## config.mk

```make
export PLATFORM = sky130hd
export DESIGN_NAME = streaming_max_pool_top
export DESIGN_NICKNAME = d
export VERILOG_FILES = /design/src/sv/smp_pkg.sv /design/src/sv/smp_pos.sv /design/src/sv/smp_rmw.sv /design/src/sv/streaming_max_pool_top.sv
export SDC_FILE = /design/constraint.sdc
export NUM_CORES = 2
export LEC_CHECK = 0
export ABC_AREA = 1
export ABC_CLOCK_PERIOD_IN_PS = 14900
export BUFFER_PORTS_ARGS = -buffer_cell sky130_fd_sc_hd__buf_2
export CAP_MARGIN = 20
export CORE_AREA = 2 2 536 538
export CTS_CLUSTER_DIAMETER = 150
export CTS_CLUSTER_SIZE = 25
export DETAILED_ROUTE_END_ITERATION = 6
export DIE_AREA = 0 0 538 540
export REMOVE_ABC_BUFFERS = 1
export SKIP_CTS_REPAIR_TIMING = 1
export SLEW_MARGIN = 20
export SYNTH_ARGS = -nofsm -noshare
export SYNTH_HDL_FRONTEND = slang
export SYNTH_SLANG_ARGS = --single-unit
```

## constraint.sdc

```tcl
create_clock -name i_clk -period 14.9 [get_ports i_clk]
set_input_delay 0.745 -clock i_clk [delete_from_list [all_inputs] [get_ports i_clk]]
set_output_delay 0.745 -clock i_clk [all_outputs]
set_load 0.02 [all_outputs]
```

## src/sv/smp_pkg.sv

```systemverilog
// Shared types and constants for the streaming max pool block.
// No dependencies; imported by every module of the block.
`default_nettype none

package smp_pkg;

    // Default sizing of the column store and of the pooling step.
    localparam int SMP_MAX_PLANE = 128;
    localparam int SMP_MAX_STEP  = 8;

    // Payload widths fixed by the data format (Q8.8 pixels, Q7.8 results).
    localparam int PIX_W  = 16;
    localparam int POOL_W = 15;

    // Configuration register widths.
    localparam int SIZE_REG_W   = 8;
    localparam int STRIDE_REG_W = 4;
    localparam int WIDTH_REG_W  = 4;
    localparam int COUNT_REG_W  = 11;
    localparam int PLANE_IDX_W  = 10;
    localparam int MAX_PLANES   = 1024;

    // Configuration port.
    localparam int CFG_IDX_W  = 2;
    localparam int CFG_DATA_W = 11;

    localparam logic [CFG_IDX_W-1:0] CFG_PLANE_SIZE   = 2'd0;
    localparam logic [CFG_IDX_W-1:0] CFG_POOL_STRIDE  = 2'd1;
    localparam logic [CFG_IDX_W-1:0] CFG_WINDOW_WIDTH = 2'd2;
    localparam logic [CFG_IDX_W-1:0] CFG_PLANE_COUNT  = 2'd3;

    // Per-pixel control handed from the position counters to the memory stage.
    typedef struct packed {
        logic in_win;   // pixel lies inside a window
        logic first;    // first pixel of its window
        logic last;     // last pixel of its window: emit a result
        logic pend;     // result closes the plane
        logic lend;     // result closes the layer
    } t_ctl;

endpackage

`default_nettype wire

```

## src/sv/smp_pos.sv

```systemverilog
// Configuration registers and raster position counters of the max pool block.
// Depends on smp_pkg.
`default_nettype none

module smp_pos #(
    parameter int MAX_PLANE = smp_pkg::SMP_MAX_PLANE,
    parameter int MAX_STEP  = smp_pkg::SMP_MAX_STEP
) (
    input  wire logic                           i_clk,
    input  wire logic                           i_rst_n,
    input  wire logic                           i_cfg_we,
    input  wire logic [smp_pkg::CFG_IDX_W-1:0]  i_cfg_index,
    input  wire logic [smp_pkg::CFG_DATA_W-1:0] i_cfg_data,
    input  wire logic                           i_advance,
    output logic [$clog2(MAX_PLANE)-1:0]        o_slot,
    output smp_pkg::t_ctl                       o_ctl
);
    import smp_pkg::*;

    localparam int IDX_W  = $clog2(MAX_PLANE);
    localparam int SIZE_W = $clog2(MAX_PLANE + 1);
    localparam int ST_W   = $clog2(MAX_STEP + 1);
    localparam int PH_W   = (MAX_STEP > 1) ? $clog2(MAX_STEP) : 1;

    logic [SIZE_REG_W-1:0]   r_plane_size;
    logic [STRIDE_REG_W-1:0] r_pool_stride;
    logic [WIDTH_REG_W-1:0]  r_window_width;
    logic [COUNT_REG_W-1:0]  r_plane_count;

    logic [IDX_W-1:0]       r_row_index, n_row_index;
    logic [IDX_W-1:0]       r_col_index, n_col_index;
    logic [PH_W-1:0]        r_row_phase, n_row_phase;
    logic [PH_W-1:0]        r_col_phase, n_col_phase;
    logic [IDX_W-1:0]       r_out_column, n_out_column;
    logic [PLANE_IDX_W-1:0] r_plane_index, n_plane_index;

    logic [SIZE_W-1:0]      w_size;
    logic [ST_W-1:0]        w_stride;
    logic [ST_W-1:0]        w_win;
    logic [COUNT_REG_W-1:0] w_planes;
    logic                   w_last_row, w_last_col, w_col_wrap, w_row_wrap;

    // Effective settings: zero acts as one; clamp at max, window at stride.
    always_comb begin
        if (r_plane_size == '0) begin
            w_size = SIZE_W'(1);
        end else if (int'(r_plane_size) > MAX_PLANE) begin
            w_size = SIZE_W'(MAX_PLANE);
        end else begin
            w_size = SIZE_W'(r_plane_size);
        end

        if (r_pool_stride == '0) begin
            w_stride = ST_W'(1);
        end else if (int'(r_pool_stride) > MAX_STEP) begin
            w_stride = ST_W'(MAX_STEP);
        end else begin
            w_stride = ST_W'(r_pool_stride);
        end

        if (r_window_width == '0) begin
            w_win = ST_W'(1);
        end else if (int'(r_window_width) > int'(w_stride)) begin
            w_win = w_stride;
        end else begin
            w_win = ST_W'(r_window_width);
        end

        if (r_plane_count == '0) begin
            w_planes = COUNT_REG_W'(1);
        end else if (int'(r_plane_count) > MAX_PLANES) begin
            w_planes = COUNT_REG_W'(MAX_PLANES);
        end else begin
            w_planes = r_plane_count;
        end
    end

    // Window flags for the pixel at the current position.
    always_comb begin
        w_col_wrap = (int'(r_col_index) + 1 >= int'(w_size));
        w_row_wrap = (int'(r_row_index) + 1 >= int'(w_size));
        w_last_row = (int'(r_row_phase) + 1 == int'(w_win)) || w_row_wrap;
        w_last_col = (int'(r_col_phase) + 1 == int'(w_win)) || w_col_wrap;

        o_ctl.in_win = (int'(r_row_phase) < int'(w_win)) && (int'(r_col_phase) < int'(w_win));
        o_ctl.first  = (r_row_phase == '0) && (r_col_phase == '0);
        o_ctl.last   = o_ctl.in_win && w_last_row && w_last_col;
        o_ctl.pend   = (int'(r_row_index) - int'(r_row_phase) + int'(w_stride) >= int'(w_size))
                    && (int'(r_col_index) - int'(r_col_phase) + int'(w_stride) >= int'(w_size));
        o_ctl.lend   = o_ctl.pend && (int'(r_plane_index) + 1 >= int'(w_planes));
        o_slot       = r_out_column;
    end

    // Raster advance.
    always_comb begin
        n_row_index   = r_row_index;
        n_col_index   = r_col_index;
        n_row_phase   = r_row_phase;
        n_col_phase   = r_col_phase;
        n_out_column  = r_out_column;
        n_plane_index = r_plane_index;
        if (w_col_wrap) begin
            n_col_index  = '0;
            n_col_phase  = '0;
            n_out_column = '0;
            if (w_row_wrap) begin
                n_row_index = '0;
                n_row_phase = '0;
                if (int'(r_plane_index) + 1 >= int'(w_planes)) begin
                    n_plane_index = '0;
                end else begin
                    n_plane_index = r_plane_index + PLANE_IDX_W'(1);
                end
            end else begin
                n_row_index = r_row_index + IDX_W'(1);
                if (int'(r_row_phase) + 1 >= int'(w_stride)) begin
                    n_row_phase = '0;
                end else begin
                    n_row_phase = r_row_phase + PH_W'(1);
                end
            end
        end else begin
            n_col_index = r_col_index + IDX_W'(1);
            if (int'(r_col_phase) + 1 >= int'(w_stride)) begin
                n_col_phase  = '0;
                n_out_column = r_out_column + IDX_W'(1);
            end else begin
                n_col_phase = r_col_phase + PH_W'(1);
            end
        end
    end

    always_ff @(posedge i_clk) begin
        if (!i_rst_n) begin
            r_plane_size   <= SIZE_REG_W'(128);
            r_pool_stride  <= STRIDE_REG_W'(2);
            r_window_width <= WIDTH_REG_W'(2);
            r_plane_count  <= COUNT_REG_W'(1);
            r_row_index    <= '0;
            r_col_index    <= '0;
            r_row_phase    <= '0;
            r_col_phase    <= '0;
            r_out_column   <= '0;
            r_plane_index  <= '0;
        end else if (i_cfg_we) begin
            case (i_cfg_index)
                CFG_PLANE_SIZE:   r_plane_size   <= i_cfg_data[SIZE_REG_W-1:0];
                CFG_POOL_STRIDE:  r_pool_stride  <= i_cfg_data[STRIDE_REG_W-1:0];
                CFG_WINDOW_WIDTH: r_window_width <= i_cfg_data[WIDTH_REG_W-1:0];
                CFG_PLANE_COUNT:  r_plane_count  <= i_cfg_data[COUNT_REG_W-1:0];
                default: ;
            endcase
            // Any register write restarts the layer.
            r_row_index   <= '0;
            r_col_index   <= '0;
            r_row_phase   <= '0;
            r_col_phase   <= '0;
            r_out_column  <= '0;
            r_plane_index <= '0;
        end else if (i_advance) begin
            r_row_index   <= n_row_index;
            r_col_index   <= n_col_index;
            r_row_phase   <= n_row_phase;
            r_col_phase   <= n_col_phase;
            r_out_column  <= n_out_column;
            r_plane_index <= n_plane_index;
        end
    end

endmodule

`default_nettype wire

```

## src/sv/smp_rmw.sv

```systemverilog
// Column maximum store with its read-modify-write stage and write forwarding.
// Depends on smp_pkg.
`default_nettype none

module smp_rmw #(
    parameter int MAX_PLANE = smp_pkg::SMP_MAX_PLANE
) (
    input  wire logic                        i_clk,
    input  wire logic                        i_rst_n,
    input  wire logic                        i_accept,
    input  wire logic [smp_pkg::PIX_W-1:0]   i_pixel,
    input  wire logic [$clog2(MAX_PLANE)-1:0] i_slot,
    input  wire smp_pkg::t_ctl               i_ctl,
    input  wire logic                        i_go,
    output logic                             o_valid,
    output smp_pkg::t_ctl                    o_ctl,
    output logic [smp_pkg::POOL_W-1:0]       o_pooled
);
    import smp_pkg::*;

    localparam int ADDR_W = $clog2(MAX_PLANE);

    logic [POOL_W-1:0] r_mem [MAX_PLANE];
    logic [POOL_W-1:0] r_rd;
    logic [POOL_W-1:0] r_fwd_val;
    logic              r_fwd;
    logic              r_valid;
    t_ctl              r_ctl;
    logic [ADDR_W-1:0] r_slot;
    logic [POOL_W-1:0] r_pos;

    logic [POOL_W-1:0] w_old;
    logic [POOL_W-1:0] w_new;
    logic              w_wr;

    always_comb begin
        w_old = r_fwd ? r_fwd_val : r_rd;
        if (r_ctl.first || (r_pos > w_old)) begin
            w_new = r_pos;
        end else begin
            w_new = w_old;
        end
        w_wr     = r_valid && i_go && r_ctl.in_win;
        o_valid  = r_valid;
        o_ctl    = r_ctl;
        o_pooled = w_new;
    end

    // Memory: one write port, one registered read port.
    always_ff @(posedge i_clk) begin
        if (w_wr) begin
            r_mem[r_slot] <= w_new;
        end
        if (i_accept) begin
            r_rd <= r_mem[i_slot];
        end
    end

    // Stage register; a write to the entry being read lands too late, so forward it.
    always_ff @(posedge i_clk) begin
        if (!i_rst_n) begin
            r_valid <= 1'b0;
        end else if (i_accept) begin
            r_valid <= 1'b1;
        end else if (i_go) begin
            r_valid <= 1'b0;
        end
        if (i_accept) begin
            r_ctl     <= i_ctl;
            r_slot    <= i_slot;
            r_pos     <= i_pixel[PIX_W-1] ? '0 : i_pixel[POOL_W-1:0];
            r_fwd     <= w_wr && (r_slot == i_slot);
            r_fwd_val <= w_new;
        end
    end

endmodule

`default_nettype wire

```

## src/sv/streaming_max_pool_top.sv

```systemverilog
// Top level of the streaming max pool block: position counters, column store, output register.
// Depends on smp_pkg, smp_pos and smp_rmw.
//
// Usage:
//  - Pixels of square planes arrive in raster order on the input channel
//    (i_in_valid / o_in_stall / i_pixel); a transfer happens on a rising edge
//    with valid high and stall low. One pixel can be taken every cycle while o_in_stall is low.
//  - Pooled results leave on the output channel (o_out_valid / i_out_stall)
//    with o_pooled, o_plane_end and o_layer_end. A result is produced once the
//    last pixel of a window is transferred.
//  - A result passes the memory stage register and then the output register
//    after the transfer of the pixel that closes its window. Throughput is
//    one pixel per cycle while o_in_stall is low, set by the read-modify-write
//    of the column store (one registered read and one write per cycle,
//    same-entry hazards resolved by forwarding).
//  - Configuration is written through i_cfg_valid / o_cfg_ready while the
//    block is idle; every write restarts the layer at row 0, column 0, plane 0.
//  - Reset (synchronous, active low) restores default settings, clears the
//    counters and empties the pipeline. The column store needs no clearing:
//    each window's first pixel writes its entry before it is read.
//  - When the receiver stalls, the result holds in the output register. Pixels
//    that close no window keep flowing; once a window-closing pixel reaches the
//    memory stage it waits there and o_in_stall rises until the output drains.
`default_nettype none

module streaming_max_pool_top #(
    parameter int MAX_PLANE = smp_pkg::SMP_MAX_PLANE,
    parameter int MAX_STEP  = smp_pkg::SMP_MAX_STEP
) (
    input  wire logic                           i_clk,
    input  wire logic                           i_rst_n,
    input  wire logic                           i_cfg_valid,
    output logic                                o_cfg_ready,
    input  wire logic [smp_pkg::CFG_IDX_W-1:0]  i_cfg_index,
    input  wire logic [smp_pkg::CFG_DATA_W-1:0] i_cfg_data,
    input  wire logic                           i_in_valid,
    output logic                                o_in_stall,
    input  wire logic [smp_pkg::PIX_W-1:0]      i_pixel,
    output logic                                o_out_valid,
    input  wire logic                           i_out_stall,
    output logic [smp_pkg::POOL_W-1:0]          o_pooled,
    output logic                                o_plane_end,
    output logic                                o_layer_end
);
    import smp_pkg::*;

    localparam int ADDR_W = $clog2(MAX_PLANE);

    logic              w_accept;
    logic              w_go;
    logic              w_cfg_we;
    logic [ADDR_W-1:0] w_slot;
    t_ctl              w_ctl;
    logic              w_s1_valid;
    t_ctl              w_s1_ctl;
    logic [POOL_W-1:0] w_s1_pooled;
    logic              w_s1_emit;

    logic              r_out_valid;
    logic [POOL_W-1:0] r_pooled;
    logic              r_plane_end;
    logic              r_layer_end;

    // Configuration is always taken; the user writes only while idle.
    assign o_cfg_ready = 1'b1;
    assign w_cfg_we    = i_cfg_valid && o_cfg_ready;

    // The memory stage moves on unless it holds a result and the output is full and stalled.
    assign w_s1_emit  = w_s1_valid && w_s1_ctl.last;
    assign w_go       = !w_s1_emit || !r_out_valid || !i_out_stall;
    assign o_in_stall = w_s1_valid && !w_go;
    assign w_accept   = i_in_valid && !o_in_stall;

    smp_pos #(
        .MAX_PLANE (MAX_PLANE),
        .MAX_STEP  (MAX_STEP)
    ) u_pos (
        .i_clk       (i_clk),
        .i_rst_n     (i_rst_n),
        .i_cfg_we    (w_cfg_we),
        .i_cfg_index (i_cfg_index),
        .i_cfg_data  (i_cfg_data),
        .i_advance   (w_accept),
        .o_slot      (w_slot),
        .o_ctl       (w_ctl)
    );

    smp_rmw #(
        .MAX_PLANE (MAX_PLANE)
    ) u_rmw (
        .i_clk    (i_clk),
        .i_rst_n  (i_rst_n),
        .i_accept (w_accept),
        .i_pixel  (i_pixel),
        .i_slot   (w_slot),
        .i_ctl    (w_ctl),
        .i_go     (w_go),
        .o_valid  (w_s1_valid),
        .o_ctl    (w_s1_ctl),
        .o_pooled (w_s1_pooled)
    );

    // Output register: load a finished window, drop it once transferred.
    always_ff @(posedge i_clk) begin
        if (!i_rst_n) begin
            r_out_valid <= 1'b0;
        end else if (w_s1_emit && w_go) begin
            r_out_valid <= 1'b1;
        end else if (!i_out_stall) begin
            r_out_valid <= 1'b0;
        end
        if (w_s1_emit && w_go) begin
            r_pooled    <= w_s1_pooled;
            r_plane_end <= w_s1_ctl.pend;
            r_layer_end <= w_s1_ctl.lend;
        end
    end

    assign o_out_valid = r_out_valid;
    assign o_pooled    = r_pooled;
    assign o_plane_end = r_plane_end;
    assign o_layer_end = r_layer_end;

endmodule

`default_nettype wire

```

== After elaboration in Yosys (flattened, before gate mapping) ==
Memories as Yosys holds them, arrays and structs flattened. A register that Yosys moved wholly into a read port is not among the register bits.
Cells that the tools add are included.
Operators by class
  divide/modulo/power cells: 0
  $add $sub $neg: 15
  multiply operators: 0
  shift operators: 0
  bitwise logic cells: 1
  muxes and demuxes: 25
  reductions and logical operators: 40
  magnitude comparators: 14
  equal/unequal tests: 7
Operators by type and width (count)
  greater-or-equal comparator 32 x 9 -> 1 bit: 4
  adder 32 x 5 -> 32 bit: 2
  == test 32 x 5 -> 1 bit: 2
  greater-or-equal comparator 32 x 5 -> 1 bit: 2
  greater-or-equal comparator 32 x 12 -> 1 bit: 1
  2-to-1 mux 15 bit: 2
  2-to-1 mux 7 bit: 4
  2-to-1 mux 11 bit: 2
  adder 7 x 1 -> 7 bit, second input constant: 3
  adder 7 x 1 -> 8 bit, second input constant: 2
  2-to-1 mux 4 bit: 4
  2-to-1 mux 8 bit: 2
  subtractor 7 x 3 -> 8 bit: 2
  > comparator 15 bit: 1
  logical AND 1 bit: 13
  2-to-1 mux 3 bit: 4
  AND reduction 2 bit: 6
  adder 10 x 1 -> 11 bit, second input constant: 1
  > comparator 11 bit, second input constant: 1
  logical NOT 11 bit: 1
  adder 10 x 1 -> 10 bit, second input constant: 1
  2-to-1 mux 10 bit: 1
  adder 3 x 1 -> 4 bit, second input constant: 2
  > comparator 8 bit, second input constant: 1
  other kinds (19): 38
Word-level totals
  logic and storage cells: 127
  memories kept: 1
  register bits after elaboration: 126
  input bits: 34
  bits in writable memories: 1920
  bits in latches: 0
  output and inout port bits: 20
  memory bits (read-only): 0
Memory list
  u_rmw.r_mem: words 128, bits a word 15, rd ports 1, clocked after Yosys merged registers in 1, write ports 1, line smp_rmw.sv:23  | logic [POOL_W-1:0] r_mem [MAX_PLANE];

== Logic depth before layout (Yosys ltp) ==
  word-level depth: 10
  gate-level depth with buffers: 25
  depth with buffers taken out: 25

== Cells and area by module ==
A second synthesis with hierarchy kept.
Second synthesis, totals
  cell total of the unflattened synthesis: 7540
  area, all modules: 86416.6 um2
Modules (own cells, without submodules)
  smp_rmw: times used 1, area each 80270.7 um2, seq. area each 59417.0 um2, cells each 6728
  smp_pos: times used 1, area each 5565.3 um2, seq. area each 1281.2 um2, cells each 784
  streaming_max_pool_top: times used 1, area each 580.6 um2, seq. area each 530.5 um2, cells each 28

== Worst setup path before layout ==
OpenSTA, ideal clock, no wires.
  path kind: flip-flop to flip-flop
  from: register u_rmw.r_fwd
  to: register r_pooled[14] (netlist: o_pooled[14]) (data pin)
  required time: 13.687 ns
  arrival: 7.411 ns
  setup slack: 6.276 ns
  library setup time: 1.213 ns
  clock period less this slack: 8.624 ns
  path buffers: 4
  cell stages (with the launch flop): 16
  cell sequence: edfxtp_1 clkbuf_1 buf_2 mux2i_1 ha_1 a21oi_1 o21ai_1 a21boi_0 o21ai_1 nand2_1 nand2_1 nand2_1 nand2_1 buf_2 clkbuf_1 o21ai_0
On the way
  word-level cells in the longest chain between the ends: 4
RTL lines
  from (decl): line smp_rmw.sv:26  | logic r_fwd;
  from (signal assigned): line smp_rmw.sv:72  | r_fwd <= w_wr && (r_slot == i_slot);
  2-to-1 mux 15 bit (*): line smp_rmw.sv:37  | w_old = r_fwd ? r_fwd_val : r_rd;
  > comparator 15 bit: line smp_rmw.sv:38  | if (r_ctl.first || (r_pos > w_old)) begin
  logical OR 1 bit: line smp_rmw.sv:38
  2-to-1 mux 15 bit (*): line smp_rmw.sv:38
  via u_rmw.o_pooled (one bit): line smp_rmw.sv:17  | output logic [smp_pkg::POOL_W-1:0] o_pooled
  to (signal assigned): line streaming_max_pool_top.sv:113  | r_pooled <= w_s1_pooled;
  to (decl): line streaming_max_pool_top.sv:60  | logic [POOL_W-1:0] r_pooled;
The timed path passes the listed nets; every way through them passes the cells marked *.
A chain may end at the register's enable or synchronous reset.

==> metrics <==
Critical Path AT=roughly 6.4 ns; Comb pwr share=under 10%; critical path fanouts, max=approximately 240; total power=about 10000 µW; cell taking the most area after synthesis=edfxtp_1; Synth cell types=46; antenna violations before repair=5; Largest stage delay, worst path=0.86 ns; Total GRT Usage=between 10% and 20%; max-slew violation count=0; sw frac=22.3%; synth top area cells=edfxtp_1, nor2_1, o21ai_0, nand2_1, nand3_1; skew final=about 0.050 ns; switching power=2230 µW; antenna-violating nets left=0; H-tree Lvls=3; CP max stage cell=buf_4; global routing usage on met3=about 2.6%; Inst Count DP=about 11000; met1 usage=22.5%; Synth top area share=between 70% and 80%; met2 usage=between 20% and 30%; Crit Path Category=register to register; Synth async-reset ratio=0%; synthesized area per cell=12.2 µm²; setup violators final=0; critical path's most frequent cell=nor2_1; hold path depth=3; largest net degree at the start of global routing=roughly 240; gpl congestion=around 0.87; global-route wire length before repair=352000 µm; maxcap violations=0; layout cell share with drive strength beyond 1=between 6 and 7%; Tcrit/Tclk final=between 30% and 40%; CTS sink cnt=~2100; CP required=approximately 16 ns; Seq/Total Area, Yosys=71.8%; CP cell instances=inv_16 -> buf_4 -> buf_4 -> buf_4 -> nor2_1 -> nor2_1 -> o21ai_0 -> o21ai_0 -> nand2_1 -> nand2_1 -> nor2_1 -> nand2_1 -> nand2_1 -> nor2_1 -> nor2_1 -> nor2_1; DR WL/cell=between 20 and 25 µm; total wire length=about 240000 µm; worst hold path type=input pin to register; Layout area overhead=8.45%; worst slew pin tran=approximately 1.1 ns; Slew HR=between 20% and 30%; port bufs=between 50 and 60; Clock Latency Late Sink=0.79 ns; status=complete, no violations; Die H=between 500 and 600 µm; Worst VDD drop=about 0.098 mV; max frequency=about 170 MHz; # rows=around 200; worst reg-to-reg setup slack=approximately 9.2 ns; clock power share=29.0%; RR Endpoint=u_rmw.r_rd[9]; flops & latches, synth=2061; Nets=7062; Sequential Power Share=about two thirds; hpwl dp=134000 µm; post-DR vias/cell=about 5.2; Clock Pin Slew Worst Setup and Hold Paths=around 0.1 ns; Cell Area, Synth=around 85000 µm²; Detailed Routing Iterations Pass 1=6; total CTS buffers=92; Ports=54; CP Launch Type=register; Yosys Warn Count=0; setup ws final=between 9 and 10 ns; P_leak=between 0.03 and 0.04 µW; Reg2Reg Depth=16; Hold Startpoint=i_in_valid; Horiz. Die Dim=around 540 µm; WHS Endpoint=u_rmw.o_valid; final hold violation count=0; FF-to-FF Start=u_pos.o_slot[0]; critical path capture point type=register; via count=between 50000 and 60000; Initial Utilization=30.0%; GRT Residual Overflow=0; RSZ-0062 raised after global routing=no; Final Non-Filler Cells=about 11000; floorplan core area=284000 µm²; root buf cell=clkbuf_16; GR peak layer=met2; # DRC=0; initial DRC count=~6800; Clock Path Buffers=3; Place WS=9.31 ns; power density cells=roughly 110 nW/µm²; die area=291000 µm²; Most used DFF post-synth=edfxtp_1; Int Pwr=roughly 7800 µW; CTS tree=built; post-route minimum period=5.73 ns; Syn Inst Count=between 7000 and 8000; number of flops mapped to enable cells by yosys=1995; vias in the first global route=52600
==> through the flow <==
step                hold WS [ns]  cell area, µm²  setup TNS, ns  util (%)
floorplan                  0.400           83100        -338.24         -
global placement           0.401           89900              0      31.6
detailed placement         0.406           89900              0      31.6
CTS                        0.161           92400              0      32.5
global route               0.191           92400              0      32.5
finish                     0.214           92400              0      32.5
==> power groups by stage <==
stage | logic (µW) | registers, µW | clock network, µW
3_5_place_dp | 592 | 6630 | 0
2_1_floorplan | 369 | 6710 | 0
3_3_place_gp | 574 | 6630 | 0
6_report | 598 | 6500 | 2910
5_1_grt | 661 | 6510 | 3130
4_1_cts | 594 | 6500 | 2950
==> cell families (layout without fill, tap and decap cells) <==
kind of cell	after synthesis	count (layout)	synth area share, %
DFF	2061	2061	71.8
buffers and inverters	617	547	3.34
AOI/OAI and AO/OA	1590	1590	10.4
muxes	15	15	0.178
xor gates and xnor gates	41	41	0.421
other	1	4	0.00440
adders and majority gates	120	120	1.80
and+or+nand+nor	2556	2556	12.0
==> layout make-up <==
| class | count | area (µm²) |
|---|---|---|
| Multi-Input combinational cell | 4323 | 21500 |
| Inverter | 187 | 738 |
| Clock buffer | 111 | 2440 |
| Tap cell | 3762 | 4710 |
| Fill cell | 28000 | 192000 |
| Antenna cell | 3 | 7.51 |
| Sequential cell | 2061 | 61200 |
| Timing Repair Buffer | 243 | 1770 |
| Clock inverter | 6 | 63.8 |
==> cell usage in the layout, fill, tap and decap left out, types with 10 or more instances in the layout <==
cell / count
a21oi_1: 123
a31oi_1: 10
buf_2: 52
buf_4: 185
clkbuf_1: 16
clkbuf_16: 95
dfxtp_1: 62
edfxtp_1: 1995
ha_1: 116
inv_1: 178
mux2i_1: 14
nand2_1: 725
nand3_1: 314
nand3b_1: 10
nand4_1: 51
nor2_1: 1365
nor2_2: 42
nor3_1: 20
o211ai_1: 199
o21ai_0: 835
o21ai_1: 159
o21ai_4: 14
o221ai_1: 23
o22ai_1: 212
or2_2: 10
xor2_1: 32
==> cells in the mapped netlist (all sizes together), types with 2 or more instances <==
cell	instances
edfxtp	1995
o22ai	212
a22oi	2
o211ai	199
xor2	32
xnor2	9
a21oi	123
clkinv	4
ha	116
o21ai	1008
nor4	7
mux2i	14
a211oi	6
nand3b	10
or2	11
o221ai	23
dfxtp	66
a31oi	10
nand2	727
nand4	51
fa	4
nand3	314
buf	249
clkbuf	181
inv	183
nor3	20
nor2	1413
o21a	3
a21boi	2
==> layer usage <==
metal,vias to the layer above,routed length (µm)
met5,-,159
met4,6,8510
met3,380,20400
met2,2411,111000
met1,28100,103000
li1,25000,-
==> registers in the layout (all words and copies together), names as in the netlist, 7 cells and up <==
name	count
u_pos.r_col_index	7
u_pos.o_slot	7
o_pooled	15
u_pos.r_plane_size	8
u_rmw.r_mem	1920
u_rmw.r_slot	7
u_pos.r_plane_count	11
u_rmw.r_rd	15
u_rmw.r_pos	15
u_pos.r_row_index	7
u_rmw.r_fwd_val	15
u_pos.r_plane_index	10
==> critical path, delay by kind of cell, from the launching register on <==
kind | cells | cell delay (ns)
simple gates | 10 | 1.52
compound gates | 2 | 0.19
flops | 1 | 0.56
buf+inv | 4 | 2.98
==> how the worst max path moves through the flow <==
| stage | end | depth (start not counted) | startpoint | slack (ns) |
|---|---|---|---|---|
| floorplan | u_rmw.r_rd[7] | 13 | u_pos.o_slot[0] | -21.91 |
| global placement | u_rmw.r_rd[9] | 16 | u_pos.o_slot[0] | 9.30 |
| detailed placement | u_rmw.r_rd[9] | 16 | u_pos.o_slot[0] | 9.31 |
| CTS | u_rmw.r_rd[9] | 16 | u_pos.o_slot[0] | 9.28 |
| global route | u_rmw.r_rd[9] | 16 | u_pos.o_slot[0] | 8.92 |
| finish | u_rmw.r_rd[9] | 16 | u_pos.o_slot[0] | 9.17 |
Power figures use the tool's default switching activity.
